==> src/rtl/rcrf_pkg.sv <==
package rcrf_pkg;

	localparam int HALF        = 5;
	localparam int WIN         = 2 * HALF + 1;
	localparam int NBANK       = WIN;
	localparam int MAX_COLUMNS = 1024;
	localparam int MAX_ROWS    = 1024;

	localparam int PIX_W  = 8;
	localparam int CFG_W  = 11;
	localparam int COL_W  = $clog2(MAX_COLUMNS);
	localparam int OROW_W = $clog2(MAX_ROWS);
	localparam int ROW_W  = $clog2(MAX_ROWS + HALF + 2);
	localparam int BANK_W = $clog2(NBANK);
	localparam int DIMX_W = $clog2((MAX_COLUMNS > MAX_ROWS ? MAX_COLUMNS : MAX_ROWS) + 1);
	localparam int DIM_W  = (DIMX_W > CFG_W) ? DIMX_W : CFG_W;
	localparam int Q_W    = $clog2(MAX_COLUMNS * MAX_ROWS + HALF * MAX_COLUMNS + HALF + 2);

	// Ridge test: SCALE_COUNT*darker > SCALE_COUNT*other + SCALE_RING*d.
	localparam int SCALE_COUNT = 5;
	localparam int SCALE_RING  = 8;
	localparam int CNT_W       = $clog2(8 * HALF + 1);
	localparam int SUM_W       = CNT_W + 5;

	localparam int FIFO_DEPTH = 8;
	localparam int FIFO_AW    = $clog2(FIFO_DEPTH);

	localparam logic [0:0] REG_WIDTH  = 1'b0;
	localparam logic [0:0] REG_HEIGHT = 1'b1;

	localparam logic [CFG_W-1:0] WIDTH_RESET  = CFG_W'(640);
	localparam logic [CFG_W-1:0] HEIGHT_RESET = CFG_W'(480);

	typedef logic [PIX_W-1:0] pix_t;
	typedef pix_t [WIN-1:0] col_t;

	typedef struct packed {
		logic           res;
		logic           last;
		logic [WIN-1:0] row_ok;
		logic [WIN-1:0] col_ok;
	} tag_t;

	function automatic int ring_of(input int j, input int k);
		int a;
		int b;
		a = (j > HALF) ? j - HALF : HALF - j;
		b = (k > HALF) ? k - HALF : HALF - k;
		return (a > b) ? a : b;
	endfunction

endpackage

==> src/rtl/rcrf_out_fifo.sv <==
module rcrf_out_fifo (
	input  logic                       clk,
	input  logic                       arst_n,
	input  logic                       wr_en,
	input  logic [rcrf_pkg::PIX_W:0]   wdata,
	output logic                       valid,
	input  logic                       ready,
	output logic [rcrf_pkg::PIX_W:0]   rdata
);

	logic [rcrf_pkg::PIX_W:0]     mem_q [rcrf_pkg::FIFO_DEPTH];
	logic [rcrf_pkg::FIFO_AW-1:0] wr_ptr_q, rd_ptr_q;
	logic [rcrf_pkg::FIFO_AW:0]   count_q;
	logic                         pop;

	assign valid = count_q != '0;
	assign pop   = valid && ready;
	assign rdata = mem_q[rd_ptr_q];

	always_ff @(posedge clk) begin
		if (wr_en) begin
			mem_q[wr_ptr_q] <= wdata;
		end
	end

	always_ff @(posedge clk or negedge arst_n) begin
		if (!arst_n) begin
			wr_ptr_q <= '0;
			rd_ptr_q <= '0;
			count_q  <= '0;
		end else begin
			if (wr_en) begin
				wr_ptr_q <= wr_ptr_q + 1'b1;
			end
			if (pop) begin
				rd_ptr_q <= rd_ptr_q + 1'b1;
			end
			count_q <= count_q + (rcrf_pkg::FIFO_AW+1)'(wr_en) - (rcrf_pkg::FIFO_AW+1)'(pop);
		end
	end

endmodule

==> config.mk <==
export PLATFORM = sky130hd
export DESIGN_NAME = rcrf_out_fifo
export DESIGN_NICKNAME = d
export VERILOG_FILES = /design/src/rtl/rcrf_pkg.sv /design/src/rtl/rcrf_out_fifo.sv
export SDC_FILE = /design/constraint.sdc
export NUM_CORES = 1
export LEC_CHECK = 0
export BUFFER_PORTS_ARGS = -buffer_cell sky130_fd_sc_hd__clkbuf_2
export CORE_ASPECT_RATIO = 1.1
export CORE_UTILIZATION = 63
export DETAILED_ROUTE_END_ITERATION = 10
export PLACE_DENSITY = 0.93
export RECOVER_POWER = 50
export SYNTH_ARGS = -nofsm -noshare
export SYNTH_HDL_FRONTEND = slang
export SYNTH_SLANG_ARGS = --single-unit
==> constraint.sdc <==
create_clock -name clk -period 5.01 [get_ports clk]
set_input_delay 0.501 -clock clk [delete_from_list [all_inputs] [get_ports clk]]
set_output_delay 0.501 -clock clk [all_outputs]
set_load 0.02 [all_outputs]
==> metrics <==
clock skew 9.64 ps; die width 71.4 um; Post-Synth Simple-Gate Area 0.0240; post-CTS resize count 0; met1 usage 0.276; vias 1536; Mapped Cells 158; Total Routing Usage GR 0.220; Post-CTS Hold Fix Bufs 0; Worst EP arrival 2520 ps; status completed; Bufs on Longest Clock Path 2; Hold/Removal Path Class in -> async; gr busiest metal met2; RSZ-0062 raised after global routing false; Largest stage delay, worst path 1070 ps; Distinct cells, synth 23; Residual DRC 0; Max Slew Vio Count 0; GRT met3 Usage 0.0591; P&R area growth vs syn 8.95%; Max-slew headroom 0.273; FF-to-FF path depth 11; Die Y 78.4 um; Switch Pwr 0.000666 W; FF-to-FF Start count_q[2]; Root Buffer clkbuf_8; r2r endpoint count_q[1]; CP Class reg -> out; Synth Warn # 0; largest net degree at the start of global routing 21; Port Buffer Count 22; num rows 27; maxcap violations 0; slowest CP cell dfrtp_1; # IOs 23; Worst IR Drop VDD 0.000309 V; Worst Path Buf+Inv 1; Post-CTS Setup Bufs 0; synthesized area per cell 21.1 sq um; area of the multi-input gates 855 sq um; final period demand of the worst path 3020 ps; pwr dens 578 nW/um^2; crit-path leading delay family flip-flops; vias in the first global route 1602; filler instances 291; Compound-Gate Fraction of Synth Area 0.00375; Sw Ratio 0.316; fin nets 208; GR Util met2 0.360; Final Setup Violations 0; combinational family with the most area after synthesis multiplexers; startpoint types flop; Starting Density 0.659; Fmax achieved 331 MHz; CP max FO 20; Flop pwr share 0.486; combinational power share 0.321; routed wire length per instance 21.4 um; multiplexer share of the synthesized area 0.179; Final ANT Viol Nets 0; TritonCTS sink count 82; Worst R2R Setup Slack 2470 ps; period utilisation layout 0.602; measured slew at the worst slew-check pin 1090 ps; DP HPWL 3450 um; Adder-Cell Fraction of Synth Area 0.0322; Core Box Area 5070 sq um; initial antenna violation count 0; register bit count reported by yosys 82; final hold violations 0; Setup Total Neg Slack 0 ps; post-synthesis xor/xnor area fraction 0.0157; post-synthesis sequential area ratio 0.722; total gr overflow 0; first-pass GRT wire length 8460 um; crit-path cells mux4_1 > mux2_4 > clkbuf_2; Setup crit end kind output port; Clock power frac 0.192; Worst-path clk slew 80 ps; Inserted Diodes 0; layout cells sized above 1 0.240; Post-Route WL 5340 um; H-tree depth 3; P_int 0.00144 W; Final Core Density 0.718; Mapped Area 3340 sq um; vias per cell 6.14; Iter 0 DRT Violations 164; DIE AREA 5600 sq um; GP Congestion 0.710; sequential cell area 2410 sq um; CTS tree built; clock latency on the worst-skew pair 340 ps; CTS buffer count 9; Pleak 1.31 nW; worst path required time 4510 ps; drt pass-1 iters 4; syn_nets 179
==> kinds of logic after synthesis <==
| logic type | count (synthesis) |
|---|---|
| buffers and inverters | 14 |
| AOI/OAI and AO/OA | 2 |
| muxes | 29 |
| and+or+nand+nor | 17 |
| DFF | 82 |
| xor gates and xnor gates | 6 |
| adders and majority gates | 8 |
==> worst max-delay path by stage <==
stage	start	end	slack, ps	cells after the start
final	rd_ptr_q[0]	rdata[6]	1990	3
after global routing	rd_ptr_q[0]	rdata[4]	1870	3
after CTS	rd_ptr_q[0]	rdata[6]	1950	3
after detailed placement	rd_ptr_q[0]	rdata[6]	2310	3
after global placement	rd_ptr_q[0]	rdata[5]	2370	3
after floorplan	count_q[2]	count_q[2]	2640	11
==> routing by layer <==
layer | vias up | part of all wire
li1 | 686 | -
met1 | 789 | 0.41
met2 | 46 | 0.53
met3 | 15 | 0.037
met4 | 0 | 0.024
met5 | - | 0
==> flip-flops by register name (all words and copies together) (netlist names) <==
signal / flops
count_q: 4
rd_ptr_q: 3
wr_ptr_q: 3
mem_q: 72
==> cells in the final DEF, fill, tap and decap left out, drive strengths merged <==
master | Yosys | final
clkinvlp | 0 | 1
fa | 1 | 1
mux2 | 11 | 11
a21oi | 1 | 1
mux4 | 18 | 18
a21o | 1 | 1
dfrtp | 10 | 10
xor2 | 2 | 2
clkinv | 0 | 2
or3b | 1 | 1
xnor2 | 4 | 4
nand2 | 4 | 4
inv | 9 | 9
nor3 | 2 | 2
nor2 | 6 | 6
nand3 | 1 | 1
nand2b | 3 | 3
edfxtp | 72 | 72
clkbuf | 1 | 36
ha | 7 | 7
==> power by group through the flow <==
stage | registers, W | logic [W] | clock network [W]
detailed placement | 0.00104 | 0.000687 | 0
global placement | 0.00102 | 0.000640 | 0
finish | 0.00102 | 0.000677 | 0.000405
floorplan | 0.000928 | 0.000626 | 0
global route | 0.00104 | 0.000733 | 0.000439
CTS | 0.00102 | 0.000688 | 0.000405
==> per-stage QoR <==
stage / hold WS, ps / instance area [sq um] / setup slack, ps / total power (W) / instances
detailed placement: 380 / 3490 / 2310 / 0.00173 / 234
global route: 142 / 3640 / 1870 / 0.00221 / 250
floorplan: 205 / 3340 / 2640 / 0.00155 / 158
CTS: 15.2 / 3660 / 1950 / 0.00212 / 250
finish: 114 / 3640 / 1990 / 0.00211 / 250
global placement: 371 / 3490 / 2370 / 0.00166 / 234
==> final cells by class <==
type,count,area share
multi-input cells,62,0.235
well taps,58,0.0199
clock buffers,13,0.0409
flip-flops and latches,82,0.663
repair buffers,23,0.0278
clock inverters,3,0.00447
inverters,9,0.00928
==> cell usage after synthesis, drive strengths merged <==
library cell	number	area, sq um
dfrtp	10	250
nor3	2	10.0
fa	1	20.0
inv	9	33.8
edfxtp	72	2160
xnor2	4	35.0
clkbuf	1	3.75
buf	4	41.3
a21o	1	7.51
nand3	1	5.00
mux4	18	439
xor2	2	17.5
or3b	1	8.76
mux2	11	158
nand2	4	15.0
a21oi	1	5.00
nor2	6	22.5
ha	7	87.6
nand2b	3	18.8
Power figures use the tool's default switching activity.
