<file path="config.mk">
export PLATFORM = sky130hd
export DESIGN_NAME = rcrf_window
export DESIGN_NICKNAME = d
export VERILOG_FILES = /design/src/rtl/rcrf_pkg.sv /design/src/rtl/rcrf_window.sv
export SDC_FILE = /design/constraint.sdc
export NUM_CORES = 2
export LEC_CHECK = 0
export BUFFER_PORTS_ARGS = -buffer_cell sky130_fd_sc_hd__buf_2
export CAP_MARGIN = 20
export CORE_ASPECT_RATIO = 1.4
export CORE_MARGIN = 3
export CORE_UTILIZATION = 61
export CTS_BUF_LIST = sky130_fd_sc_hd__clkbuf_8 sky130_fd_sc_hd__clkbuf_16
export CTS_CLUSTER_DIAMETER = 150
export CTS_CLUSTER_SIZE = 10
export DETAILED_ROUTE_END_ITERATION = 7
export GPL_ROUTABILITY_DRIVEN = 1
export PLACE_DENSITY = 0.83
export RECOVER_POWER = 25
export SLEW_MARGIN = 20
export SYNTH_ARGS = -nofsm -noshare
export SYNTH_HDL_FRONTEND = slang
export SYNTH_SLANG_ARGS = --single-unit
</file>
<file path="constraint.sdc">
create_clock -name clk -period 5.4 [get_ports clk]
set_clock_uncertainty 0.2 [all_clocks]
set_input_delay 1.08 -clock clk [delete_from_list [all_inputs] [get_ports clk]]
set_output_delay 1.08 -clock clk [all_outputs]
set_load 0.02 [all_outputs]
</file>
<file path="src/rtl/rcrf_pkg.sv">
package rcrf_pkg;

	localparam int HALF        = 5;
	localparam int WIN         = 2 * HALF + 1;
	localparam int NBANK       = WIN;
	localparam int MAX_COLUMNS = 1024;
	localparam int MAX_ROWS    = 1024;

	localparam int PIX_W  = 8;
	localparam int CFG_W  = 11;
	localparam int COL_W  = $clog2(MAX_COLUMNS);
	localparam int OROW_W = $clog2(MAX_ROWS);
	localparam int ROW_W  = $clog2(MAX_ROWS + HALF + 2);
	localparam int BANK_W = $clog2(NBANK);
	localparam int DIMX_W = $clog2((MAX_COLUMNS > MAX_ROWS ? MAX_COLUMNS : MAX_ROWS) + 1);
	localparam int DIM_W  = (DIMX_W > CFG_W) ? DIMX_W : CFG_W;
	localparam int Q_W    = $clog2(MAX_COLUMNS * MAX_ROWS + HALF * MAX_COLUMNS + HALF + 2);

	// Ridge test: SCALE_COUNT*darker > SCALE_COUNT*other + SCALE_RING*d.
	localparam int SCALE_COUNT = 5;
	localparam int SCALE_RING  = 8;
	localparam int CNT_W       = $clog2(8 * HALF + 1);
	localparam int SUM_W       = CNT_W + 5;

	localparam int FIFO_DEPTH = 8;
	localparam int FIFO_AW    = $clog2(FIFO_DEPTH);

	localparam logic [0:0] REG_WIDTH  = 1'b0;
	localparam logic [0:0] REG_HEIGHT = 1'b1;

	localparam logic [CFG_W-1:0] WIDTH_RESET  = CFG_W'(640);
	localparam logic [CFG_W-1:0] HEIGHT_RESET = CFG_W'(480);

	typedef logic [PIX_W-1:0] pix_t;
	typedef pix_t [WIN-1:0] col_t;

	typedef struct packed {
		logic           res;
		logic           last;
		logic [WIN-1:0] row_ok;
		logic [WIN-1:0] col_ok;
	} tag_t;

	function automatic int ring_of(input int j, input int k);
		int a;
		int b;
		a = (j > HALF) ? j - HALF : HALF - j;
		b = (k > HALF) ? k - HALF : HALF - k;
		return (a > b) ? a : b;
	endfunction

endpackage

</file>
<file path="src/rtl/rcrf_window.sv">
module rcrf_window (
	input  logic                                        clk,
	input  logic                                        arst_n,
	input  logic                                        shift_en,
	input  rcrf_pkg::col_t                              col_in,
	input  rcrf_pkg::tag_t                              tag_in,
	output logic [rcrf_pkg::WIN*rcrf_pkg::WIN-1:0]      lo_s3,
	output logic [rcrf_pkg::WIN*rcrf_pkg::WIN-1:0]      hi_s3,
	output rcrf_pkg::pix_t                              centre_s3,
	output logic                                        res_s3,
	output logic                                        last_s3
);

	rcrf_pkg::col_t win_q [rcrf_pkg::WIN];
	rcrf_pkg::tag_t tag_s2;
	logic [rcrf_pkg::WIN*rcrf_pkg::WIN-1:0] lo_c, hi_c;
	rcrf_pkg::pix_t centre;

	// Slot 0 holds the newest column; slot HALF holds the centre column.
	always_ff @(posedge clk) begin
		if (shift_en) begin
			win_q[0] <= col_in;
			for (int j = 1; j < rcrf_pkg::WIN; j++) begin
				win_q[j] <= win_q[j-1];
			end
		end
	end

	always_ff @(posedge clk or negedge arst_n) begin
		if (!arst_n) begin
			tag_s2  <= '0;
			res_s3  <= 1'b0;
			last_s3 <= 1'b0;
		end else begin
			tag_s2  <= tag_in;
			res_s3  <= tag_s2.res;
			last_s3 <= tag_s2.last;
		end
	end

	assign centre = win_q[rcrf_pkg::HALF][rcrf_pkg::HALF];

	always_comb begin
		logic ok;
		for (int j = 0; j < rcrf_pkg::WIN; j++) begin
			for (int k = 0; k < rcrf_pkg::WIN; k++) begin
				ok = tag_s2.row_ok[k] && tag_s2.col_ok[j] &&
					!(j == rcrf_pkg::HALF && k == rcrf_pkg::HALF);
				lo_c[j*rcrf_pkg::WIN+k] = ok && (win_q[j][k] < centre);
				hi_c[j*rcrf_pkg::WIN+k] = ok && !(win_q[j][k] < centre);
			end
		end
	end

	always_ff @(posedge clk) begin
		lo_s3     <= lo_c;
		hi_s3     <= hi_c;
		centre_s3 <= centre;
	end

endmodule

</file>
==> impl_metrics.csv <==
group,metric,value,unit
routing,vias,32400,
setup_path,crit_path_start,"win_q[5][42]$_DFFE_PP_",
power,p_per_area,349,mW/mm²
global_routing,gr-usage-all-layers,0.249,
routing,first_pass_iters,8,
setup_path,crit_type,"flop to flop",
worst_hold_path,hold_path_class,"flop to flop",
synth,ys_seq_elements,1242,
layout,drive_above_1_share,0.178,
setup_path,rr_endpoint,"hi_s3[109]$_DFF_P_",
sta,rsz0062_at_grt,"no",
routing,wl,115000,µm
cts,htreeDepth,4,
power,leakage,0.0255,µW
cts,root_buffer,"clkbuf_16",
status,status,"finished clean",
setup_path,cp_data_arrival_time,3.90,ns
setup_path,r2r_cells,6,
routing,routedWlPerCell,21.0,µm
cts,clk_pin_slew,0.05,ns
cts,post_cts_buffers,0,
sta,hold_viol,0,
routing,drt-met1-wl,50500,µm
power,total_power,21900,µW
die,initial_core_util,0.618,
die,io_pins,367,
die,core,0.0889,mm²
die,rows,129,
routing,drcViolationCount,0,
setup_path,end_kind,"flop",
global_routing,grt_max_degree,114,
place,gp_congestion,0.855,
global_routing,grt_pass1_vias,33400,
setup_path,cp-start-kind,"flop",
synth,yosysSeqAreaShare,0.631,
routing,met3_wirelength,6850,µm
sta,slew_violations,0,
routing,highest_layer,"met4",
cts,cts_made_buffers,142,
cts,cts_tree,"done",
setup_path,ff2ff_setup_slack,1.98,ns
layout,fin_nets,5147,
sta,slew_headroom,0.266,
cts,hold_buffers,0,
synth,synth_cell_types,21,
synth,syn_area,0.0550,mm²
cts,cts_num_sinks,1242,
sta,fin_crit,3.42,ns
setup_path,crit_fanout,75,
sta,worst_slew_pin_slew,1.10,ns
setup_path,r2r-start,"win_q[5][42]$_DFFE_PP_",
cts,cts.path.max_buffers,3,
sta,max_freq,292,MHz
power,vdd_ir_drop_max,0.000333,V
die,die_h,361,µm
setup_path,cpMaxStageDelayCell,"a2111oi_1",
global_routing,grt_overflow,0,
die,die_area,0.0938,mm²
sta,setup_viol,0,
die,fp.dieW,260,µm
layout,n_antenna_cell,0,
job,cap_violations,0,
cts,cts_resized,0,
setup_path,crit_chain,"inv_6, buf_4, ha_1, o21ai_0, a2111oi_1, o21ba_2",
global_routing,grt_antenna_before_repair,3,
setup_path,cp.required,5.88,ns
synth,yosys_warnings,0,
setup_path,crit_path_end,"hi_s3[109]$_DFF_P_",
sta,setup_tns,0,ns
synth,synth_area_per_cell,14.9,µm²
synth,netlist_instances,3687,
layout,syn_to_final_growth,14.0,%
global_routing,grt_pass1_wl,181000,µm
routing,routed_via_density,5.91,
place,port-buffer-count,364,
sta,fin_hold_ws,0.157,ns
place,dp.final_hpwl,74900,µm
setup_path,cpPeakStageDelay,0.71,ns
routing,ant_nets,0,
routing,wl_met2,53200,µm
cts,clk_latency,0.74,ns
sta,period_share,0.634,
routing,drt_iter0_markers,2324,
[cells in the final DEF, fill, tap and decap left out, types with 13 or more instances in the layout]
cell type,n
edfxtp_1,968
ha_1,840
nand2_1,360
buf_2,350
dfxtp_1,248
o21ai_0,240
a21oi_1,240
inv_1,224
clkbuf_16,148
nor3_1,120
o21ba_2,120
nand2b_1,119
a2111oi_2,99
a2111oi_1,99
a2111oi_0,42
dfrtp_1,26
buf_4,22
clkbuf_1,13
[registers in the layout, indices dropped and copies added, names as in the netlist]
register   count
last_s3        1
res_s3         1
tag_s2        24
centre_s3      8
hi_s3        120
win_q        968
lo_s3        120
[Yosys cell counts (all sizes together)]
library cell	number	area (µm²)
o21ba	120	1200
a2111oi	240	2850
nand2b	120	753
edfxtp	968	29100
dfrtp	26	651
clkbuf	20	75.1
conb	1	3.75
o21ai	240	1200
ha	840	10500
dfxtp	248	4960
nor3	120	601
nand2	360	1350
a21oi	240	1200
buf	17	93.8
inv	127	477
[per-layer routing]
layer  vias to the layer above  GRT usage
met1                     15600      0.338
met3                       291     0.0442
met5                         -          0
met4                         0      0.110
met2                      1074      0.398
li1                      15400          -
[critical path: cells and delay by family (launching register included)]
kind / cells / cell delay (ns)
compound gates: 3 / 1.09
buf+inv: 2 / 1.23
flops: 1 / 0.47
fa+ha+maj: 1 / 0.26
[metrics by stage]
step | utilization | area, µm² | worst slack [ns] | instances
6_report | 0.705 | 62700 | 1.98 | 5485
3_5_place_dp | 0.658 | 58600 | 2.12 | 5227
3_3_place_gp | 0.658 | 58600 | 2.23 | 5227
2_1_floorplan | - | 55000 | 1.38 | 3688
4_1_cts | 0.705 | 62700 | 1.99 | 5485
5_1_grt | 0.705 | 62700 | 1.81 | 5485
[final cells by class]
type                    instances  area (µm²)
flip-flops and latches       1242       34700
fillers                      5692       26200
multi-input cells            2282       19700
clock buffers                 148        3700
repair buffers                397        2200
well taps                    1179        1480
inverters                     127         512
clock inverters               110         462
[how the worst min path moves through the flow]
stage	from	end	slack, ns	cells past startpoint
6_report	tag_s2[23]$_DFF_PN0_	res_s3$_DFF_PN0_	0.16	0
4_1_cts	tag_s2[23]$_DFF_PN0_	res_s3$_DFF_PN0_	0.16	0
5_1_grt	tag_s2[23]$_DFF_PN0_	res_s3$_DFF_PN0_	0.16	0
3_5_place_dp	tag_s2[23]$_DFF_PN0_	res_s3$_DFF_PN0_	0.15	0
2_1_floorplan	tag_s2[22]$_DFF_PN0_	last_s3$_DFF_PN0_	0.13	0
3_3_place_gp	tag_s2[23]$_DFF_PN0_	res_s3$_DFF_PN0_	0.13	0
[logic make-up after synthesis]
logic type | synth area share
other | 0.0000682
and+or+nand+nor | 0.0492
DFF | 0.631
adders and majority gates | 0.191
AOI/OAI and AO/OA | 0.117
buffers and inverters | 0.0117
[report_power, final]
part	total (µW)	switching, µW	internal [µW]
Combinational	2070	1270	798
Clock	8480	3570	4900
Sequential	11300	363	11000
Note: power is estimated with default switching activity, not from simulation.
